==> config.mk <==
export PLATFORM = sky130hd
export DESIGN_NAME = keystroke_line_editor_flat
export DESIGN_NICKNAME = d
export VERILOG_FILES = /design/src/hw/rtl/kle_pkg.sv /design/src/hw/rtl/kle_req_if.sv /design/src/hw/rtl/kle_res_if.sv /design/src/hw/rtl/keystroke_line_editor.sv /design/src/hw/rtl/kle_stack_mem.sv /design/src/flat_wrapper.sv
export SDC_FILE = /design/constraint.sdc
export NUM_CORES = 2
export LEC_CHECK = 0
export BUFFER_PORTS_ARGS = -buffer_cell sky130_fd_sc_hd__buf_2
export CAP_MARGIN = 10
export CORE_MARGIN = 4
export CORE_UTILIZATION = 40
export CTS_CLUSTER_SIZE = 12
export DETAILED_ROUTE_END_ITERATION = 12
export PLACE_DENSITY_LB_ADDON = 0.1
export SKIP_LAST_GASP = 1
export SLEW_MARGIN = 20
export SYNTH_ARGS = -nofsm -noshare
export SYNTH_HDL_FRONTEND = slang
export SYNTH_HIERARCHICAL = 1
export SYNTH_SLANG_ARGS = --single-unit
==> constraint.sdc <==
create_clock -name i_clk -period 7.4 [get_ports i_clk]
set_clock_uncertainty 0.15 [all_clocks]
set_input_delay 1.48 -clock i_clk [delete_from_list [all_inputs] [get_ports i_clk]]
set_output_delay 1.48 -clock i_clk [all_outputs]
set_load 0.05 [all_outputs]
==> src/hw/rtl/kle_pkg.sv <==
// Shared constants and codes for the keystroke line editor.
`timescale 1ns / 1ps

package kle_pkg;

    // Byte width of a key and of an emitted character
    localparam int KEY_W = 8;

    // Width of the configuration register index
    localparam int CFG_IDX_W = 2;

    // Request operations
    localparam logic OP_KEY    = 1'b0;
    localparam logic OP_FINISH = 1'b1;

    // Configuration register indexes
    localparam logic [CFG_IDX_W-1:0] REG_BACKSPACE = 2'd0;
    localparam logic [CFG_IDX_W-1:0] REG_LEFT      = 2'd1;
    localparam logic [CFG_IDX_W-1:0] REG_RIGHT     = 2'd2;

    // Reset values of the key codes
    localparam logic [KEY_W-1:0] BACKSPACE_RESET = 8'd45;
    localparam logic [KEY_W-1:0] LEFT_RESET      = 8'd60;
    localparam logic [KEY_W-1:0] RIGHT_RESET     = 8'd62;

endpackage

==> src/hw/rtl/kle_req_if.sv <==
// Request channel interface: one keystroke or finish request.
`timescale 1ns / 1ps

interface kle_req_if;
    import kle_pkg::*;

    logic             valid;
    logic             ready;
    logic             op;
    logic [KEY_W-1:0] key;

    modport source (output valid, output op, output key, input ready);
    modport sink   (input valid, input op, input key, output ready);
endinterface

==> src/hw/rtl/kle_res_if.sv <==
// Result channel interface: one character of the finished line.
`timescale 1ns / 1ps

interface kle_res_if;
    import kle_pkg::*;

    logic             valid;
    logic             ready;
    logic [KEY_W-1:0] char_out;
    logic             is_empty;
    logic             overflowed;
    logic             last;

    modport source (output valid, output char_out, output is_empty, output overflowed,
                    output last, input ready);
    modport sink   (input valid, input char_out, input is_empty, input overflowed,
                    input last, output ready);
endinterface

==> src/hw/rtl/keystroke_line_editor.sv <==
// Top level of the keystroke line editor: gap buffer held in two stack memories.
//
//  Channel   Dir  Handshake        Payload
//  i_req     in   valid / ready    op, key
//  o_res     out  valid / ready    char_out, is_empty, overflowed, last
//  i_cfg_*   in   write enable     i_cfg_idx, i_cfg_data
//
//  Insert, backspace and ignored keys complete in the idle state; left and right pass
//  through the move state (read of one stack memory, then write into the other).
//  Finish reads the first character, then loads each further character as the output
//  register is taken; an empty line gives a single result that is marked last.
//  Reset clears counts, overflow flag and control and loads the reset key codes; the stack memories are not cleared.
//  A stalled result holds the output register and the drain sequencer in place.
`timescale 1ns / 1ps

module keystroke_line_editor #(
    parameter int DEPTH = 64
) (
    input  logic                          i_clk,
    input  logic                          i_rst_n,
    kle_req_if.sink                       i_req,
    kle_res_if.source                     o_res,
    input  logic                          i_cfg_we,
    input  logic [kle_pkg::CFG_IDX_W-1:0] i_cfg_idx,
    input  logic [kle_pkg::KEY_W-1:0]     i_cfg_data
);
    import kle_pkg::*;

    localparam int AW = $clog2(DEPTH);
    localparam int CW = $clog2(DEPTH + 1);
    localparam logic [CW-1:0] DEPTH_C = CW'(DEPTH);
    localparam logic [CW-1:0] ONE_C   = CW'(1);

    typedef enum logic [1:0] {
        S_IDLE,
        S_MOVE,
        S_DRAIN
    } t_state;

    typedef enum logic [1:0] {
        KEY_INSERT,
        KEY_BACK,
        KEY_LEFT,
        KEY_RIGHT
    } t_key_kind;

    t_state            r_state, n_state;
    logic [CW-1:0]     r_bc, n_bc;
    logic [CW-1:0]     r_ac, n_ac;
    logic              r_ovf, n_ovf;
    logic              r_move_left, n_move_left;
    logic              r_empty, n_empty;
    logic              r_from_after, n_from_after;
    logic [CW-1:0]     r_pos, n_pos;
    logic [KEY_W-1:0]  r_bs_code, r_left_code, r_right_code;

    logic              r_out_valid, n_out_valid;
    logic [KEY_W-1:0]  r_char, n_char;
    logic              r_is_empty, n_is_empty;
    logic              r_out_ovf, n_out_ovf;
    logic              r_last, n_last;

    logic              w_accept;
    logic              w_load;
    logic              w_final;
    logic [CW-1:0]     w_total;
    logic [CW-1:0]     w_next;
    t_key_kind         w_kind;

    logic              b_we, b_re, a_we, a_re;
    logic [AW-1:0]     b_waddr, b_raddr, a_waddr, a_raddr;
    logic [KEY_W-1:0]  b_wdata, a_wdata, b_rdata, a_rdata;

    // Stack memories either side of the cursor
    kle_stack_mem #(.DEPTH(DEPTH), .AW(AW)) u_before (
        .i_clk   (i_clk),
        .i_we    (b_we),
        .i_waddr (b_waddr),
        .i_wdata (b_wdata),
        .i_re    (b_re),
        .i_raddr (b_raddr),
        .o_rdata (b_rdata)
    );

    kle_stack_mem #(.DEPTH(DEPTH), .AW(AW)) u_after (
        .i_clk   (i_clk),
        .i_we    (a_we),
        .i_waddr (a_waddr),
        .i_wdata (a_wdata),
        .i_re    (a_re),
        .i_raddr (a_raddr),
        .o_rdata (a_rdata)
    );

    assign w_total     = r_bc + r_ac;
    assign i_req.ready = (r_state == S_IDLE);
    assign w_accept    = i_req.valid && i_req.ready;
    assign w_load      = (r_state == S_DRAIN) && (!r_out_valid || o_res.ready);
    assign w_final     = r_empty || (r_pos == w_total - ONE_C);
    assign w_next      = r_pos + ONE_C;

    // Decode the key; backspace wins over left, left over right
    always_comb begin
        if (i_req.key == r_bs_code) begin
            w_kind = KEY_BACK;
        end else if (i_req.key == r_left_code) begin
            w_kind = KEY_LEFT;
        end else if (i_req.key == r_right_code) begin
            w_kind = KEY_RIGHT;
        end else begin
            w_kind = KEY_INSERT;
        end
    end

    // Sequencer: next state, counts and memory requests
    always_comb begin
        n_state      = r_state;
        n_bc         = r_bc;
        n_ac         = r_ac;
        n_ovf        = r_ovf;
        n_move_left  = r_move_left;
        n_empty      = r_empty;
        n_from_after = r_from_after;
        n_pos        = r_pos;
        n_out_valid  = r_out_valid && !o_res.ready;
        n_char       = r_char;
        n_is_empty   = r_is_empty;
        n_out_ovf    = r_out_ovf;
        n_last       = r_last;
        b_we         = 1'b0;
        b_re         = 1'b0;
        a_we         = 1'b0;
        a_re         = 1'b0;
        b_waddr      = r_bc[AW-1:0];
        a_waddr      = r_ac[AW-1:0];
        b_wdata      = i_req.key;
        a_wdata      = b_rdata;
        b_raddr      = '0;
        a_raddr      = '0;

        case (r_state)
            S_IDLE: begin
                if (w_accept && i_req.op == OP_FINISH) begin
                    // Start the drain: fetch the leftmost character
                    n_pos   = '0;
                    n_empty = (w_total == '0);
                    n_state = S_DRAIN;
                    if (r_bc != '0) begin
                        b_re         = 1'b1;
                        b_raddr      = '0;
                        n_from_after = 1'b0;
                    end else begin
                        a_re         = (r_ac != '0);
                        a_raddr      = AW'(r_ac - ONE_C);
                        n_from_after = 1'b1;
                    end
                end else if (w_accept) begin
                    case (w_kind)
                        KEY_BACK: begin
                            if (r_bc != '0) begin
                                n_bc = r_bc - ONE_C;
                            end
                        end
                        KEY_LEFT: begin
                            // Pop the before stack; push lands next cycle
                            if (r_bc != '0 && r_ac != DEPTH_C) begin
                                b_re        = 1'b1;
                                b_raddr     = AW'(r_bc - ONE_C);
                                n_bc        = r_bc - ONE_C;
                                n_move_left = 1'b1;
                                n_state     = S_MOVE;
                            end
                        end
                        KEY_RIGHT: begin
                            if (r_ac != '0 && r_bc != DEPTH_C) begin
                                a_re        = 1'b1;
                                a_raddr     = AW'(r_ac - ONE_C);
                                n_ac        = r_ac - ONE_C;
                                n_move_left = 1'b0;
                                n_state     = S_MOVE;
                            end
                        end
                        default: begin
                            // Insert at the cursor, or drop when full
                            if (w_total >= DEPTH_C) begin
                                n_ovf = 1'b1;
                            end else begin
                                b_we = 1'b1;
                                n_bc = r_bc + ONE_C;
                            end
                        end
                    endcase
                end
            end

            S_MOVE: begin
                // Push the popped character onto the other stack
                if (r_move_left) begin
                    a_we    = 1'b1;
                    a_wdata = b_rdata;
                    n_ac    = r_ac + ONE_C;
                end else begin
                    b_we    = 1'b1;
                    b_wdata = a_rdata;
                    n_bc    = r_bc + ONE_C;
                end
                n_state = S_IDLE;
            end

            S_DRAIN: begin
                if (w_load) begin
                    n_out_valid = 1'b1;
                    n_is_empty  = r_empty;
                    n_out_ovf   = r_ovf;
                    n_last      = w_final;
                    if (r_empty) begin
                        n_char = '0;
                    end else if (r_from_after) begin
                        n_char = a_rdata;
                    end else begin
                        n_char = b_rdata;
                    end
                    if (w_final) begin
                        // Line done: clear the buffer
                        n_bc    = '0;
                        n_ac    = '0;
                        n_ovf   = 1'b0;
                        n_state = S_IDLE;
                    end else begin
                        // Advance: before stack bottom-up, then after stack top-down
                        n_pos = w_next;
                        if (w_next < r_bc) begin
                            b_re         = 1'b1;
                            b_raddr      = w_next[AW-1:0];
                            n_from_after = 1'b0;
                        end else begin
                            a_re         = 1'b1;
                            a_raddr      = AW'(w_total - ONE_C - w_next);
                            n_from_after = 1'b1;
                        end
                    end
                end
            end

            default: begin
                n_state = S_IDLE;
            end
        endcase
    end

    // State, counts, codes and output register
    always_ff @(posedge i_clk) begin
        if (!i_rst_n) begin
            r_state      <= S_IDLE;
            r_bc         <= '0;
            r_ac         <= '0;
            r_ovf        <= 1'b0;
            r_move_left  <= 1'b0;
            r_empty      <= 1'b0;
            r_from_after <= 1'b0;
            r_pos        <= '0;
            r_out_valid  <= 1'b0;
            r_bs_code    <= BACKSPACE_RESET;
            r_left_code  <= LEFT_RESET;
            r_right_code <= RIGHT_RESET;
        end else begin
            r_state      <= n_state;
            r_bc         <= n_bc;
            r_ac         <= n_ac;
            r_ovf        <= n_ovf;
            r_move_left  <= n_move_left;
            r_empty      <= n_empty;
            r_from_after <= n_from_after;
            r_pos        <= n_pos;
            r_out_valid  <= n_out_valid;
            if (i_cfg_we) begin
                case (i_cfg_idx)
                    REG_BACKSPACE: r_bs_code    <= i_cfg_data;
                    REG_LEFT:      r_left_code  <= i_cfg_data;
                    REG_RIGHT:     r_right_code <= i_cfg_data;
                    default:       ;
                endcase
            end
        end
        r_char     <= n_char;
        r_is_empty <= n_is_empty;
        r_out_ovf  <= n_out_ovf;
        r_last     <= n_last;
    end

    assign o_res.valid      = r_out_valid;
    assign o_res.char_out   = r_char;
    assign o_res.is_empty   = r_is_empty;
    assign o_res.overflowed = r_out_ovf;
    assign o_res.last       = r_last;

    // The two stacks never hold more than the buffer depth
    a_fill_bound: assert property (@(posedge i_clk) disable iff (!i_rst_n)
        ({1'b0, r_bc} + {1'b0, r_ac}) <= {1'b0, DEPTH_C})
        else $error("stack fill exceeds depth");

    // The final character of a line clears the buffer and frees the input
    a_last_clears: assert property (@(posedge i_clk) disable iff (!i_rst_n)
        (w_load && w_final) |=> (r_bc == '0 && r_ac == '0 && !r_ovf && r_state == S_IDLE))
        else $error("buffer not cleared after last character");

    // An empty line gives a single result that is also the last
    a_empty_last: assert property (@(posedge i_clk) disable iff (!i_rst_n)
        (o_res.valid && o_res.is_empty) |-> o_res.last)
        else $error("empty result not marked last");

    // A cursor move completes its write-back and returns to idle on the next cycle
    a_move_short: assert property (@(posedge i_clk) disable iff (!i_rst_n)
        (r_state == S_MOVE) |=> (r_state == S_IDLE))
        else $error("cursor move did not complete");

endmodule

==> src/hw/rtl/kle_stack_mem.sv <==
// One-write, one-read synchronous stack memory with registered read data.
`timescale 1ns / 1ps

module kle_stack_mem #(
    parameter int DEPTH = 64,
    parameter int AW    = $clog2(DEPTH)
) (
    input  logic                     i_clk,
    input  logic                     i_we,
    input  logic [AW-1:0]            i_waddr,
    input  logic [kle_pkg::KEY_W-1:0] i_wdata,
    input  logic                     i_re,
    input  logic [AW-1:0]            i_raddr,
    output logic [kle_pkg::KEY_W-1:0] o_rdata
);
    import kle_pkg::*;

    logic [KEY_W-1:0] r_mem [DEPTH];
    logic [KEY_W-1:0] r_rdata;

    // Write port
    always_ff @(posedge i_clk) begin
        if (i_we) begin
            r_mem[i_waddr] <= i_wdata;
        end
    end

    // Read port: data holds until the next read
    always_ff @(posedge i_clk) begin
        if (i_re) begin
            r_rdata <= r_mem[i_raddr];
        end
    end

    assign o_rdata = r_rdata;

endmodule
==> src/flat_wrapper.sv <==
// flat-port wrapper written by rule: the top's interface ports become plain ports
module keystroke_line_editor_flat import kle_pkg::*;
#(
    parameter int DEPTH = 64
)
  (i_clk, i_rst_n, i_cfg_we, i_cfg_idx, i_cfg_data, i_req_valid, i_req_op, i_req_key, i_req_ready, o_res_valid, o_res_char_out, o_res_is_empty, o_res_overflowed, o_res_last, o_res_ready);
  kle_req_if i_req_i ();
  kle_res_if o_res_i ();
  input  logic i_clk;
  input  logic i_rst_n;
  input  logic i_cfg_we;
  input  logic [kle_pkg::CFG_IDX_W-1:0] i_cfg_idx;
  input  logic [kle_pkg::KEY_W-1:0] i_cfg_data;
  input wire logic [$bits(i_req_i.valid)-1:0] i_req_valid;
  input wire logic [$bits(i_req_i.op)-1:0] i_req_op;
  input wire logic [$bits(i_req_i.key)-1:0] i_req_key;
  output wire logic [$bits(i_req_i.ready)-1:0] i_req_ready;
  output wire logic [$bits(o_res_i.valid)-1:0] o_res_valid;
  output wire logic [$bits(o_res_i.char_out)-1:0] o_res_char_out;
  output wire logic [$bits(o_res_i.is_empty)-1:0] o_res_is_empty;
  output wire logic [$bits(o_res_i.overflowed)-1:0] o_res_overflowed;
  output wire logic [$bits(o_res_i.last)-1:0] o_res_last;
  input wire logic [$bits(o_res_i.ready)-1:0] o_res_ready;
  assign i_req_i.valid = i_req_valid;
  assign i_req_i.op = i_req_op;
  assign i_req_i.key = i_req_key;
  assign i_req_ready = i_req_i.ready;
  assign o_res_valid = o_res_i.valid;
  assign o_res_char_out = o_res_i.char_out;
  assign o_res_is_empty = o_res_i.is_empty;
  assign o_res_overflowed = o_res_i.overflowed;
  assign o_res_last = o_res_i.last;
  assign o_res_i.ready = o_res_ready;
  keystroke_line_editor #(.DEPTH(DEPTH)) u_core (.i_clk(i_clk), .i_rst_n(i_rst_n), .i_req(i_req_i), .o_res(o_res_i), .i_cfg_we(i_cfg_we), .i_cfg_idx(i_cfg_idx), .i_cfg_data(i_cfg_data));
endmodule
==> results.txt <==
The run finished with clean final reports. A synthesized cell averages 18.0 um^2. The die area is 119000 um^2.

The length of the first detailed-routing pass in iterations is 6. The most used flip-flop cell after synthesis is edfxtp_1. The type of origin of the critical path is a flip-flop. At the pin with the least slew margin, the transition time is 1.14 ns. The final period utilization is 0.939. After detailed routing, the number of vias per cell comes to 5.74. The number of DRC markers in iteration 0 came out at 2277.

Of all cell types, the one taking the most synthesized area is edfxtp_1. CTS built an H-tree with a depth of 3. The required time of the worst setup path came out at 7.63 ns. The total routing usage reported by global routing came out at 0.192.

For this run, design rule violations remaining after detail routing come to 0. The type of the worst setup path is reg -> reg. The number of flip-flops and latches in the synthesized netlist came out at 1103.

The data arrival at the endpoint of the critical path came out at 7.19 ns. The count of final setup violators is 0. In this run the tightest slew margin relative to its limit is 0.238. The final critical path time including I/O delays and setup came out at between 6 and 7 ns. The number of buffers inserted by port buffering came out at 36. The final worst slack is between 0.4 and 0.5 ns. Entering global routing, the biggest net connects 68 pins. The worst register-to-register path begins at u_core/r_ac[1]$_SDFFE_PN0P_. The routability congestion estimate from global placement came out at a little under 0.9.

Leaving out fill and tap cells, the most frequent cells in the layout are edfxtp_1 (1051), mux4_2 (251), nor2_1 (209). Compared with the post-synthesis result, the final layout area differs by 12.1%. Measured along the x axis, the die boundary spans 345 um.

The number of buffers inserted by post-CTS setup repair came out at 0. The number of global-route vias before repair came out at 24300. The max capacitance violation total is 0.

The initial antenna violation count is 6. The final global-route overflow total came out at 0. The share of synthesized registers carrying an async set or reset came out at 0. The starting density of the core is 0.403. The count of nets left with antenna violations once routing finished came out at 0. The hold buffer count at CTS is 0.

After detailed placement, the design holds a cell count of 3983. The path class of the lowest-slack min-delay path is reg -> reg. The fraction of synthesized cell area taken by the top area cell type came out at 0.693.

The peak supply drop came out at 0.200 mV. The root buffer cell is clkbuf_16. The total half-perimeter wirelength after legalization and detailed placement is 74500 um.

The final core utilization came out at 0.452. Of all nets on the critical path, the largest fanout is 38. Sorting the synthesized cells by area gives the leading types as edfxtp_1 (69%), mux4_2 (12%), dfxtp_1 (2.3%). The non-filler instance count after layout came out at 4186.

The worst hold-check slack came out at about 0.33 ns. The number of nets in the synthesized netlist is around 2600. The clock transition at the registers of the reported paths is 0.06 ns. The highest achievable clock rate is 0.144 GHz. The total number of placement rows came out at 123. Power spread over the standard cell area amounts to 280 nW/um^2. The worst slack at placement is 0.273 ns.

The number of unique standard cell types used by synthesis came out at between 80 and 90. Setup repair after global routing left no endpoint under its margin. The total CTS buffers is between 100 and 150.

The worst setup path is captured at a flip-flop. Clock tree synthesis found a total of 1103 sinks. The buffer levels on the longest clock path came out at 3. The final setup TNS is 0 ns. The final layout contains 2655 nets. The proportion of synthesized chip area in sequential cells came out at 0.716. The Yosys step of the flow raised 6 warnings. The most critical setup path has its startpoint at u_core/r_ac[1]$_SDFFE_PN0P_.

Dividing the detail-routed wire length by the instance count gives 27.8 um. The synthesized design contains about 1100 enable-type register cells. The library cell used most frequently in the layout, excluding fill and tap cells, is edfxtp_1. The post-detailed-routing wire length is 117000 um.

The cell area after synthesis is 45500 um^2. The synthesized instance count is 2523. The first global-routing pass estimated 171000 um of wire. The worst-skew pair later-pin latency came out at 0.71 ns. The area of the core is 113000 um^2. The final number of hold-violating endpoints was 0. The final number of max-transition violations came out at 0. The overall die height came out at 345 um. TritonCTS built the clock tree. The worst hold path begins at u_core/r_ovf$_SDFFE_PN0P_. The analysis attributes to cell leakage a power of around 15 nW.

The count of pins on the block boundary is 37. The total number of vias came out at ~24000. The share of cells above drive strength 1 came out at 0.212.
critical path, cell delays in order (launching register included):
cell and delay, ns:
dfxtp_1 0.75, fa_1 0.37, nand3_1 0.12, a21oi_1 0.38, mux4_2 0.36, or3_1 0.46
xor2_1 0.21, a211oi_4 0.54, nand2b_1 0.46, o22ai_4 0.35, buf_12 0.36, buf_12 0.31
mux4_2 0.57, o22ai_1 0.17, nor2_1 0.06, o21ai_0 0.65, nand3_1 0.25
layout make-up:
class	count	area [um^2]
well taps	1500	1880
repair buffers	99	753
diodes	1	2.50
clock buffers	148	3130
clock inverters	54	365
fillers	9739	61800
multi-input cells	1247	12200
flip-flops and latches	1103	32600
inverters	34	128
flip-flops by register name (all words and copies together), names as in the netlist, 2 cells and up:
name,flops
u_core/o_res.char_out,8
u_core/r_ac,7
u_core/r_bc,7
u_core/r_bs_code,8
u_core/r_left_code,8
u_core/r_pos,7
u_core/r_right_code,8
u_core/r_state,2
u_core/u_after/o_rdata,8
u_core/u_after/r_mem,512
u_core/u_before/o_rdata,8
u_core/u_before/r_mem,512
report_power, final:
| group | total [mW] | switching (mW) | internal, mW | leakage (nW) |
|---|---|---|---|---|
| Combinational | 1.91 | 1.20 | 0.709 | 3.87 |
| Clock | 5.37 | 2.31 | 3.06 | 1.71 |
| Sequential | 7.02 | 0.0730 | 6.94 | 9.88 |
path summary, 6_finish.rpt:
check                           depth (start not counted)                                   to  slack (ns)
worst max-delay path                                   16  u_core/u_after/o_rdata[5]$_DFFE_PP_        0.45
worst min-delay path                                    0    u_core/o_res.overflowed$_DFFE_PP_        0.33
worst max register to register                         16  u_core/u_after/o_rdata[5]$_DFFE_PP_        0.45
worst min register to register                          0    u_core/o_res.overflowed$_DFFE_PP_        0.33
cell families (layout without fill, tap and decap cells):
family | Yosys count | in the layout | share of synthesized area
compound gates | 272 | 272 | 0.0426
other cells | 0 | 1 | 0
mux | 335 | 335 | 0.143
xor+xnor | 55 | 55 | 0.0122
flops | 1103 | 1103 | 0.716
simple gates | 554 | 554 | 0.0574
buf+inv | 173 | 335 | 0.0195
fa+ha+maj | 31 | 31 | 0.00885
synth_stat cells, types with 28 or more instances:
library cell / instances
mux2i_1: 61
nor2_1: 210
inv_1: 31
ha_1: 29
nand2_1: 109
buf_2: 31
nand3_1: 73
dfxtp_1: 52
a21oi_1: 43
nor2b_1: 29
o21ai_0: 28
xnor2_1: 33
nor3_1: 30
clkbuf_1: 64
mux4_2: 251
o22ai_1: 48
edfxtp_1: 1051
repair_timing:
action | in CTS | in global routing
setup endpoints to repair | 0 | 2
hold endpoints to repair | 0 | 0
resized for setup | 0 | 1
through the flow:
| step | power, mW | cell area, um^2 |
|---|---|---|
| 2_1_floorplan | 8.36 | 45500 |
| 3_3_place_gp | 9.04 | 47500 |
| 3_5_place_dp | 9.06 | 47500 |
| 4_1_cts | 14.4 | 51000 |
| 5_1_grt | 14.8 | 51000 |
| 6_report | 14.3 | 51000 |
metal layers:
layer  vias up  routed length [um]  GRT usage
met4         4                3160     0.0523
met2       692               56800      0.315
met1     12800               50900      0.268
met3       189                5660     0.0323
met5         -                  22          0
li1      10400                   -          -
Note: power is estimated with default switching activity, not from simulation.
